## src/rtl/core/telnet_iac_flow_detector_top_defines.svh

```systemverilog
// Assertion helpers for the telnet IAC flow detector.
// Both expect clk and arst_n in scope.
`ifndef TELNET_IAC_FLOW_DETECTOR_TOP_DEFINES_SVH
`define TELNET_IAC_FLOW_DETECTOR_TOP_DEFINES_SVH

// Condition must hold at every clock edge out of reset.
`define TIAD_ASSERT(label, cond) \
	label: assert property (@(posedge clk) disable iff (!arst_n) (cond)) \
		else $error("tiad: check failed");

// Consequent must hold in the cycle after the antecedent.
`define TIAD_ASSERT_NEXT(label, ante, cons) \
	label: assert property (@(posedge clk) disable iff (!arst_n) (ante) |=> (cons)) \
		else $error("tiad: sequence check failed");

`endif

```

## src/rtl/core/tiad_pkg.sv

```systemverilog
`timescale 1ns / 1ps
package tiad_pkg;

	localparam int MAX_PAYLOAD = 65535;

	// Queue between classifier and verdict logic
	localparam int QUEUE_DEPTH = 2;
	localparam int QUEUE_AW    = (QUEUE_DEPTH > 1) ? $clog2(QUEUE_DEPTH) : 1;
	localparam int QUEUE_CW    = $clog2(QUEUE_DEPTH + 1);

	// Byte positions within a packet
	localparam int HDR_POS  = 2;
	localparam int BODY_POS = 5;
	localparam int MIN_LEN  = 3;

	// Telnet byte codes
	localparam logic [7:0] IAC         = 8'hff;
	localparam logic [7:0] HDR_CMD_MIN = 8'hf9;
	localparam logic [7:0] HDR_OPT_LIM = 8'h28;
	localparam logic [7:0] CMD_LO      = 8'hf0;
	localparam logic [7:0] CMD_MID     = 8'hfa;
	localparam logic [7:0] NEG_LO      = 8'hfb;
	localparam logic [7:0] OPT_MAX     = 8'h28;

	// Verdict codes
	localparam logic [1:0] VERDICT_UNDECIDED = 2'd0;
	localparam logic [1:0] VERDICT_TELNET    = 2'd1;
	localparam logic [1:0] VERDICT_EXCLUDED  = 2'd2;
	localparam logic [1:0] STAGE_MAX         = 2'd3;

	// Configuration register indexes
	localparam logic [1:0] REG_CONFIRM_STAGE  = 2'd0;
	localparam logic [1:0] REG_EXCLUDE_PLAIN  = 2'd1;
	localparam logic [1:0] REG_EXCLUDE_STAGED = 2'd2;

	localparam logic [1:0] RST_CONFIRM_STAGE  = 2'd2;
	localparam logic [7:0] RST_EXCLUDE_PLAIN  = 8'd6;
	localparam logic [7:0] RST_EXCLUDE_STAGED = 8'd12;

	typedef struct packed {
		logic [7:0] data_byte;
		logic       first_byte;
		logic       last_byte;
		logic [7:0] packet_number;
		logic       new_flow;
	} in_item_t;

	typedef struct packed {
		logic [1:0] verdict;
		logic       packet_matched;
		logic [1:0] stage_now;
	} out_item_t;

	// One finished packet, handed from classifier to verdict logic
	typedef struct packed {
		logic       clear;
		logic       matched;
		logic [7:0] packet_number;
	} pkt_rec_t;

	typedef struct packed {
		logic full;
		logic empty;
	} q_status_t;

	typedef struct packed {
		logic [1:0] verdict;
		logic [1:0] stage;
	} bk_status_t;

	function automatic logic header_good(logic [7:0] b0, logic [7:0] b1, logic [7:0] b2);
		return (b0 == IAC) && (b1 > HDR_CMD_MIN) && (b1 != IAC) && (b2 < HDR_OPT_LIM);
	endfunction

	function automatic logic body_good(logic [7:0] b0, logic [7:0] b1, logic [7:0] b2);
		logic plain_cmd;
		logic neg_cmd;
		plain_cmd = (b1 >= CMD_LO) && (b1 <= CMD_MID);
		neg_cmd   = (b1 >= NEG_LO) && (b1 != IAC) && (b2 <= OPT_MAX);
		return (b0 != IAC) || plain_cmd || neg_cmd;
	endfunction

endpackage

```

## src/rtl/core/tiad_front.sv

```systemverilog
`timescale 1ns / 1ps
module tiad_front import tiad_pkg::*; #(
	parameter int MaxPayload = MAX_PAYLOAD
) (
	input  logic     clk,
	input  logic     arst_n,
	input  logic     in_valid,
	input  logic     in_stall,
	input  in_item_t in_item,
	output logic     rec_push,
	output pkt_rec_t rec
);

	localparam int PosW = $clog2(MaxPayload + 1);

	logic [7:0]      win0_q;
	logic [7:0]      win1_q;
	logic [PosW-1:0] pos_q;
	logic            ok_q;
	logic            clear_q;

	logic            take;
	logic [PosW-1:0] pos_eff;
	logic            ok_eff;
	logic            clear_eff;
	logic            in_range;
	logic [PosW-1:0] pos_n;
	logic            ok_n;

	assign take = in_valid && !in_stall;

	always_comb begin
		pos_eff   = in_item.first_byte ? '0 : pos_q;
		ok_eff    = in_item.first_byte ? 1'b1 : ok_q;
		clear_eff = clear_q || (in_item.first_byte && in_item.new_flow);
		in_range  = 32'(pos_eff) < 32'(MaxPayload);
		ok_n      = ok_eff;
		if (in_range && (32'(pos_eff) == 32'(HDR_POS))
				&& !header_good(win0_q, win1_q, in_item.data_byte)) begin
			ok_n = 1'b0;
		end
		if (in_range && (32'(pos_eff) >= 32'(BODY_POS))
				&& !body_good(win0_q, win1_q, in_item.data_byte)) begin
			ok_n = 1'b0;
		end
		pos_n = in_range ? pos_eff + PosW'(1) : pos_eff;
	end

	assign rec_push          = take && in_item.last_byte;
	assign rec.clear         = clear_eff;
	assign rec.matched       = ok_n && (32'(pos_n) >= 32'(MIN_LEN));
	assign rec.packet_number = in_item.packet_number;

	// Window holds still once the packet runs past the payload limit
	always_ff @(posedge clk) begin
		if (take && in_range) begin
			win0_q <= win1_q;
			win1_q <= in_item.data_byte;
		end
	end

	always_ff @(posedge clk or negedge arst_n) begin
		if (!arst_n) begin
			pos_q   <= '0;
			ok_q    <= 1'b1;
			clear_q <= 1'b0;
		end else if (take) begin
			if (in_item.last_byte) begin
				pos_q   <= '0;
				ok_q    <= 1'b1;
				clear_q <= 1'b0;
			end else begin
				pos_q   <= pos_n;
				ok_q    <= ok_n;
				clear_q <= clear_eff;
			end
		end
	end

endmodule

```

## src/rtl/core/tiad_queue.sv

```systemverilog
`timescale 1ns / 1ps
module tiad_queue import tiad_pkg::*; (
	input  logic      clk,
	input  logic      arst_n,
	input  logic      push,
	input  pkt_rec_t  push_rec,
	input  logic      pop,
	output pkt_rec_t  pop_rec,
	output q_status_t status
);

	pkt_rec_t              mem_q [QUEUE_DEPTH];
	logic [QUEUE_AW-1:0]   wr_ptr_q;
	logic [QUEUE_AW-1:0]   rd_ptr_q;
	logic [QUEUE_CW-1:0]   count_q;

	assign status.full  = (32'(count_q) == QUEUE_DEPTH);
	assign status.empty = (count_q == '0);
	assign pop_rec      = mem_q[rd_ptr_q];

	function automatic logic [QUEUE_AW-1:0] ptr_next(logic [QUEUE_AW-1:0] p);
		return (32'(p) == QUEUE_DEPTH - 1) ? '0 : p + QUEUE_AW'(1);
	endfunction

	always_ff @(posedge clk) begin
		if (push) begin
			mem_q[wr_ptr_q] <= push_rec;
		end
	end

	always_ff @(posedge clk or negedge arst_n) begin
		if (!arst_n) begin
			wr_ptr_q <= '0;
			rd_ptr_q <= '0;
			count_q  <= '0;
		end else begin
			if (push) begin
				wr_ptr_q <= ptr_next(wr_ptr_q);
			end
			if (pop) begin
				rd_ptr_q <= ptr_next(rd_ptr_q);
			end
			case ({push, pop})
				2'b10:   count_q <= count_q + QUEUE_CW'(1);
				2'b01:   count_q <= count_q - QUEUE_CW'(1);
				default: count_q <= count_q;
			endcase
		end
	end

endmodule

```

## src/rtl/core/tiad_back.sv

```systemverilog
`timescale 1ns / 1ps
module tiad_back import tiad_pkg::*; (
	input  logic       clk,
	input  logic       arst_n,
	input  logic       cfg_we,
	input  logic [1:0] cfg_index,
	input  logic [7:0] cfg_data,
	input  logic       rec_avail,
	input  pkt_rec_t   rec,
	output logic       rec_pop,
	output logic       out_valid,
	input  logic       out_stall,
	output out_item_t  out_item,
	output bk_status_t status
);

	logic [1:0] confirm_stage_q;
	logic [7:0] excl_plain_q;
	logic [7:0] excl_staged_q;

	logic [1:0] stage_q;
	logic [1:0] verdict_q;
	logic       out_valid_q;
	out_item_t  out_q;

	logic [1:0] stage_in;
	logic [1:0] verdict_in;
	logic [1:0] stage_n;
	logic [1:0] verdict_n;
	logic       hold_off;

	// Refill the output register when a record waits and the register is empty or being taken
	assign rec_pop = rec_avail && (!out_valid_q || !out_stall);

	always_comb begin
		stage_in   = rec.clear ? 2'd0 : stage_q;
		verdict_in = rec.clear ? VERDICT_UNDECIDED : verdict_q;
		stage_n    = stage_in;
		verdict_n  = verdict_in;
		hold_off   = ((rec.packet_number < excl_staged_q) && (stage_in != 2'd0))
			|| (rec.packet_number < excl_plain_q);
		if (verdict_in == VERDICT_UNDECIDED) begin
			if (rec.matched) begin
				if (stage_in == confirm_stage_q) begin
					verdict_n = VERDICT_TELNET;
				end else if (stage_in < STAGE_MAX) begin
					stage_n = stage_in + 2'd1;
				end
			end else if (!hold_off) begin
				verdict_n = VERDICT_EXCLUDED;
			end
		end
	end

	always_ff @(posedge clk or negedge arst_n) begin
		if (!arst_n) begin
			confirm_stage_q <= RST_CONFIRM_STAGE;
			excl_plain_q    <= RST_EXCLUDE_PLAIN;
			excl_staged_q   <= RST_EXCLUDE_STAGED;
		end else if (cfg_we) begin
			case (cfg_index)
				REG_CONFIRM_STAGE:  confirm_stage_q <= cfg_data[1:0];
				REG_EXCLUDE_PLAIN:  excl_plain_q    <= cfg_data;
				REG_EXCLUDE_STAGED: excl_staged_q   <= cfg_data;
				default:            ;
			endcase
		end
	end

	always_ff @(posedge clk or negedge arst_n) begin
		if (!arst_n) begin
			stage_q     <= 2'd0;
			verdict_q   <= VERDICT_UNDECIDED;
			out_valid_q <= 1'b0;
		end else begin
			if (rec_pop) begin
				stage_q     <= stage_n;
				verdict_q   <= verdict_n;
				out_valid_q <= 1'b1;
			end else if (!out_stall) begin
				out_valid_q <= 1'b0;
			end
		end
	end

	always_ff @(posedge clk) begin
		if (rec_pop) begin
			out_q.verdict        <= verdict_n;
			out_q.packet_matched <= rec.matched;
			out_q.stage_now      <= stage_n;
		end
	end

	assign out_valid      = out_valid_q;
	assign out_item       = out_q;
	assign status.verdict = verdict_q;
	assign status.stage   = stage_q;

endmodule

```

## src/rtl/core/telnet_iac_flow_detector_top.sv

```systemverilog
`timescale 1ns / 1ps
// channel | direction | handshake          | payload
// in      | input     | in_valid/in_stall   | in_item   (one payload byte)
// out     | output    | out_valid/out_stall | out_item  (one verdict per packet)
// cfg     | input     | cfg_we              | cfg_index, cfg_data
//
// One byte is taken every cycle while in_stall is low. A packet's verdict passes the
// packet queue, written as its last byte transfers, and then the output register,
// loaded from the queue head while that register is empty or being taken. in_stall
// rises only while the packet queue is full, i.e. once two verdicts wait in the
// queue behind a stalled output register. Reset is asynchronous and needs no clearing
// pass; configuration takes effect on the next record the verdict logic pops.
`include "telnet_iac_flow_detector_top_defines.svh"
module telnet_iac_flow_detector_top import tiad_pkg::*; #(
	parameter int MaxPayload = MAX_PAYLOAD
) (
	input  logic      clk,
	input  logic      arst_n,
	input  logic      in_valid,
	output logic      in_stall,
	input  in_item_t  in_item,
	output logic      out_valid,
	input  logic      out_stall,
	output out_item_t out_item,
	input  logic      cfg_we,
	input  logic [1:0] cfg_index,
	input  logic [7:0] cfg_data
);

	logic       q_push;
	pkt_rec_t   q_push_rec;
	logic       q_pop;
	pkt_rec_t   q_pop_rec;
	q_status_t  q_status;
	bk_status_t bk_status;
	logic       verdict_locked;

	assign in_stall = q_status.full;

	// A decided flow keeps stage and verdict unless a new flow is popped
	assign verdict_locked = (bk_status.verdict != VERDICT_UNDECIDED)
		&& !(q_pop && q_pop_rec.clear);

	tiad_front #(
		.MaxPayload(MaxPayload)
	) u_front (
		.clk      (clk),
		.arst_n   (arst_n),
		.in_valid (in_valid),
		.in_stall (in_stall),
		.in_item  (in_item),
		.rec_push (q_push),
		.rec      (q_push_rec)
	);

	tiad_queue u_queue (
		.clk      (clk),
		.arst_n   (arst_n),
		.push     (q_push),
		.push_rec (q_push_rec),
		.pop      (q_pop),
		.pop_rec  (q_pop_rec),
		.status   (q_status)
	);

	tiad_back u_back (
		.clk       (clk),
		.arst_n    (arst_n),
		.cfg_we    (cfg_we),
		.cfg_index (cfg_index),
		.cfg_data  (cfg_data),
		.rec_avail (!q_status.empty),
		.rec       (q_pop_rec),
		.rec_pop   (q_pop),
		.out_valid (out_valid),
		.out_stall (out_stall),
		.out_item  (out_item),
		.status    (bk_status)
	);

	`TIAD_ASSERT(a_queue_sane, !(q_status.full && q_status.empty))
	`TIAD_ASSERT(a_verdict_code, !out_valid || (out_item.verdict <= VERDICT_EXCLUDED))
	`TIAD_ASSERT_NEXT(a_verdict_held, verdict_locked, $stable(bk_status.verdict) && $stable(bk_status.stage))

endmodule
```

## config.mk

```make
export PLATFORM = sky130hd
export DESIGN_NAME = telnet_iac_flow_detector_top
export DESIGN_NICKNAME = d
export VERILOG_FILES = /design/src/rtl/core/tiad_pkg.sv /design/src/rtl/core/tiad_front.sv /design/src/rtl/core/tiad_queue.sv /design/src/rtl/core/tiad_back.sv /design/src/rtl/core/telnet_iac_flow_detector_top.sv
export VERILOG_INCLUDE_DIRS = /design/src /design/src/rtl/core
export SDC_FILE = /design/constraint.sdc
export NUM_CORES = 1
export LEC_CHECK = 0
export ABC_AREA = 0
export BUFFER_PORTS_ARGS = -buffer_cell sky130_fd_sc_hd__buf_2
export CORE_MARGIN = 2
export CORE_UTILIZATION = 57
export DETAILED_ROUTE_END_ITERATION = 6
export PLACE_DENSITY = 0.89
export SLEW_MARGIN = 20
export SYNTH_ARGS = -nofsm -noshare
export SYNTH_HDL_FRONTEND = slang
export SYNTH_SLANG_ARGS = --single-unit
```

## constraint.sdc

```tcl
create_clock -name clk -period 6.25 [get_ports clk]
set_input_delay 1.25 -clock clk [delete_from_list [all_inputs] [get_ports clk]]
set_output_delay 1.25 -clock clk [all_outputs]
set_load 0.005 [all_outputs]
```

# After elaboration in Yosys (flattened, before gate mapping)
# Memories as Yosys holds them, arrays and structs flattened.
# Index checks and enable logic that the tools add are counted.
# totals
register_bits	66
mem_bits_rw	20
input_bits	34
out_inout_bits	7
mem_count	1
# op_classes
addsub	6
n_lt_le_gt_ge	12
eq_ne	11
mux	25
reduce_logical	36
# memory_table
name	depth	width	rd	rd_ports_with_merged_regs	write_ports	line	text
u_queue.mem_q	2	10	1	0	1	tiad_queue.sv:12	pkt_rec_t mem_q [QUEUE_DEPTH];
# op_table
op	n
$mux 16	3
$mux 2	10
$logic_and 1x1->1	17
$add 16x1->16 const B	1
$eq 16x2->1 const B	1
$ge 16x2->1 const B	1
$ge 16x3->1 const B	1
$ge 8x8->1 const B	2
$lt 16x16->1 const B	1
$lt 8x8->1	2
$ne 8x8->1 const B	2
$mux 1	11
$eq 8x8->1 const B	1
$gt 8x8->1 const B	1
$le 8x6->1 const B	1
$le 8x8->1 const B	1
$lt 8x6->1 const B	1
$eq 2x2->1 const B	3
$logic_not 1->1	6
$logic_not 2->1	3
$reduce_and 2->1	3
$logic_or 1x1->1	5
$add 2x1->2 const B	2
$eq 2x1->1 const B	2
7 further kinds	9

# Depth between registers and ports, before layout
# logic_depth
word_depth	9
depth_mapped	10
ltp_nobuf	8

# Hierarchy
# A second synthesis with hierarchy kept.
# unflattened
cells_unflattened	425
hier_area_um2	4737.0
# modules_own_cells
mod	n_inst	cells_each	area_per_inst_um2
tiad_front	1	239	2238.4
tiad_back	1	138	1587.8
tiad_queue	1	47	907.1
telnet_iac_flow_detector_top	1	1	3.8

# Least setup slack after synthesis
# OpenSTA, ideal clock, no wires.
# synth_timing
path_type	input -> register
startpoint	input port in_item[10] (netlist bit)
endpoint	register u_front.win0_q[0] (enable)
setup_time_ns	0.391
arrival_time_ns	3.374
required_time_ns	5.859
setup_slack_ns	2.485
stages	8
n_path_buf	2
cell_sequence	clkbuf_1 -> clkbuf_1 -> nor2b_1 -> ha_1 -> nand4_1 -> nor2_1 -> and3_1 -> nor2_1
# synth_between
elab_chain_len	3
# synth_lines
element	line	text
start: declaration	telnet_iac_flow_detector_top.sv:21	input in_item_t in_item,
$mux 16	tiad_front.sv:33	pos_eff = in_item.first_byte ? '0 : pos_q;
$lt 16x16->1	tiad_front.sv:36	in_range = 32'(pos_eff) < 32'(MaxPayload);
$logic_and 1x1->1	tiad_front.sv:56	if (take && in_range) begin
end signal: assignment	tiad_front.sv:57	win0_q <= win1_q;
end: declaration	tiad_front.sv:16	logic [7:0] win0_q;
# Every way passes these cells.
# A chain may end at the register's enable or synchronous reset.

==> results.sh <==
export IMPL_firstDrtPassIters=4
export IMPL_io_buffers=40
export IMPL_drv_slew=0
export IMPL_synthArstFlopShare_pct=52.3
export IMPL_vdd_drop_max_mv=0.172
export IMPL_drive_above_1_share_pct=23.6
export IMPL_avgRoutedWirePerCell_microns=17.6
export IMPL_dieArea_sq_mm=0.00869
export IMPL_io_pins=41
export IMPL_holdCritPathClass="reg -> reg"
export IMPL_setup_viol=0
export IMPL_cts_resized=0
export IMPL_netlist_cell_type_count=64
export IMPL_cpMaxStageDelayCell="nor4_1"
export IMPL_reg2reg_slack_ns=3.33
export IMPL_start_util_pct=58.7
export IMPL_synth_compound_area_share_pct=14.4
export IMPL_yosysWarnings=0
export IMPL_postLayoutCellArea_sq_mm=0.00498
export IMPL_synth_seq_area_share_pct=52.1
export IMPL_min_period_ns=3.61
export IMPL_coreArea_sq_mm=0.00773
export IMPL_yosys_register_bits=86
export IMPL_post_route_period_util_pct=57.7
export IMPL_slew_limit_headroom_pct=46.2
export IMPL_setup_ws_ns=2.64
export IMPL_synth_edff_count=41
export IMPL_pre_cts_slack_ns=2.34
export IMPL_dpl_cell_area_sq_mm=0.00479
export IMPL_cap_viol_max_count=0
export IMPL_min_path_cells=0
export IMPL_power_density_mw_per_mm2=336
export IMPL_crit_path_max_incr_delay_ns=0.40
export IMPL_drtIter0Drc=169
export IMPL_num_vias=3364
export IMPL_grt_start_max_net_pins=46
export IMPL_cts_sinks=86
export IMPL_synthFlopType="edfxtp_1"
export IMPL_worstPathMaxFanout=26
export IMPL_startpoint_type="input port"
export IMPL_timing_rr_start="u_queue.rd_ptr_q"
export IMPL_hp_start="u_front.win1_q[5]"
export IMPL_die_height_microns=93.2
export IMPL_antenna_cells=0
export IMPL_insertion_delay_ns=0.36
export IMPL_yosys_area_share_simple_pct=14.1
export IMPL_cp_end_kind="flip-flop"
export IMPL_fin_total_pwr_mw=1.68
export IMPL_post_route_util_pct=64.5
export IMPL_tns_ns=0
export IMPL_row_count=32
export IMPL_leakage_nw=2.00
export IMPL_rsz0062_at_grt="no"
export IMPL_cts_buffer_depth=2
export IMPL_fin_skew_ns=0.00799
export IMPL_cp_data_required_time_ns=6.33
export IMPL_crit_chain="buf_2 > nor2b_1 > ha_1 > nand4_1 > nor4_1 > mux2i_1 > o2bb2ai_1 > a2111oi_2 > a31oi_1"
export IMPL_crit_buf_inv=1
export IMPL_synth_area_sq_mm=0.00454
export IMPL_critical_path_top_delay_family="simple AND/OR/NAND/NOR gates"
export IMPL_hold_violations=0
export IMPL_synth_xor_area_share_pct=1.74
export IMPL_whs_endpoint="u_front.win0_q[5]"
export IMPL_die_x_microns=93.2
export IMPL_arrival_ns=3.69
export IMPL_clkTransAtPathRegs_ns=0.09
export IMPL_fin_nets=489
export IMPL_run_status="complete, no violations"
export IMPL_drc_errors=0
export IMPL_numCtsBuffers=9
export IMPL_root_buffer="clkbuf_8"
export IMPL_first_global_vias=3343
export IMPL_synthAdderAreaFrac_pct=5.24
export IMPL_vias_per_cell=6.20
export IMPL_drt_antenna_violating_nets=0
export IMPL_track_usage_pct=23.5
export IMPL_gp_congestion=0.953
export IMPL_cts_setup_buffers=0
export IMPL_cts_tree="built"
export IMPL_syn_inst=399
export IMPL_synth_area_per_cell_sq_um=11.4
export IMPL_r2r_end="u_back.out_item[4]"
export IMPL_totalWireLength_microns=9570
export IMPL_path_depth=9
export IMPL_multiInputGateArea_sq_mm=0.00200
export IMPL_grt_overflow_total=0
export IMPL_rr_worst_depth=7
export IMPL_hold_buffers=0
export IMPL_antenna_found_initial=0
export IMPL_htreeDepth=3
export IMPL_fill_cells=604
export IMPL_setup_worst_path_class="in -> reg"
export IMPL_area_growth_syn_to_layout_pct=9.79
export IMPL_ff_latch_area_sq_mm=0.00236
export IMPL_muxShareOfSynthArea_pct=8.57
export IMPL_tightest_slew_ns=0.804
export IMPL_synth_top_family_by_area="compound AO/OA/AOI/OAI gates"
export IMPL_syn_nets=452
export IMPL_place_hpwl_microns=6940
export IMPL_fmax_mhz=277
export IMPL_grt_first_pass_wirelength_microns=15900
through the flow:
stage	hold slack, ns	instances
finish	0.464	543
global route	0.492	543
CTS	0.465	543
detailed placement	0.443	527
global placement	0.433	527
floorplan	0.426	399
power by group:
group          switching [mW]  total [mW]  internal (mW)
sequential             0.0857       0.823          0.738
combinational           0.264       0.474          0.210
clock                   0.224       0.379          0.155
flip-flops by register name (all words and copies together) (netlist names):
signal                  cells
u_queue.mem_q              20
u_queue.wr_ptr_q            1
u_back.verdict_q            2
u_back.out_valid            1
u_front.win0_q              8
u_back.out_item             5
u_front.clear_q             1
u_back.excl_plain_q         8
u_queue.count_q             2
u_front.pos_q              16
u_front.win1_q              8
u_queue.rd_ptr_q            1
u_back.excl_staged_q        8
u_front.ok_q                1
u_back.confirm_stage_q      2
u_back.stage_q              2
synth_stat cells (all sizes together) (3+ instances only):
cell type  number  share of area (%)
nand2          32                2.6
nand2b          3               0.41
edfxtp         41                 27
a21oi          14                1.5
and3            4               0.55
or3             3               0.41
ha             19                5.2
nand3           9                1.1
nor2b           5               0.69
nor2           24                2.0
mux2           31                7.7
nand4           7               0.96
dfrtp          39                 22
a21o            4               0.66
and4            4               0.77
a32o            3               0.66
a2111oi         3               0.85
clkbuf          7               0.58
a31oi           9                1.6
xnor2           7                1.4
nor3            5               0.77
o21ai          25                2.8
inv            25                2.1
o32ai           3               0.58
nor4            5               0.69
mux2i           4               0.88
buf             8                1.2
dfstp           6                3.5
o31ai           6               0.99
o22ai           3               0.41
nand3b          4               0.94
area by class of cell:
class                           instances  area share [%]
Tap cell                              102            2.56
Clock buffer                            9            2.49
Inverter                               25            1.88
Timing Repair Buffer                   41            4.22
Clock inverter                          7            1.26
Sequential cell                        86            47.5
Multi-Input combinational cell        273            40.1
placed cells by master (no fill, tap or decap), drive strengths merged, types with 14 or more instances in the layout:
cell type  synthesis  final
o21ai             25     25
edfxtp            41     41
dfrtp             39     39
nor2              24     24
nand2             32     32
buf                8     41
ha                19     19
mux2              31     31
inv               25     31
a21oi             14     14
worst max-delay path by stage:
| stage | from | to | slack [ns] |
|---|---|---|---|
| global placement | in_item[10] | u_queue.mem_q[0][8] | 2.40 |
| finish | in_item[10] | u_queue.mem_q[1][8] | 2.64 |
| global route | in_item[10] | u_queue.mem_q[0][8] | 2.37 |
| CTS | in_item[10] | u_queue.mem_q[0][8] | 2.72 |
| floorplan | in_item[10] | u_front.win0_q[0] | 2.48 |
| detailed placement | in_item[10] | u_queue.mem_q[0][8] | 2.34 |
routing by layer:
metal  global-route usage (%)  vias to the layer above  part of all wire (%)
met3                     5.24                       22                   5.8
met2                     39.8                      139                    50
li1                         -                     1567                     -
met1                     29.2                     1636                    42
met4                     9.56                        0                   2.3
met5                        0                        -                     0
kinds of logic (layout without fill, tap and decap cells):
family / after synthesis / count (layout)
adder cells (fa/ha/maj): 19 / 19
XOR/XNOR: 9 / 9
flip-flops: 86 / 86
multiplexers: 35 / 35
buffers and inverters: 40 / 82
AO/OA/AOI/OAI: 93 / 93
AND/OR/NAND/NOR: 117 / 117
Note: power is estimated with default switching activity, not from simulation.
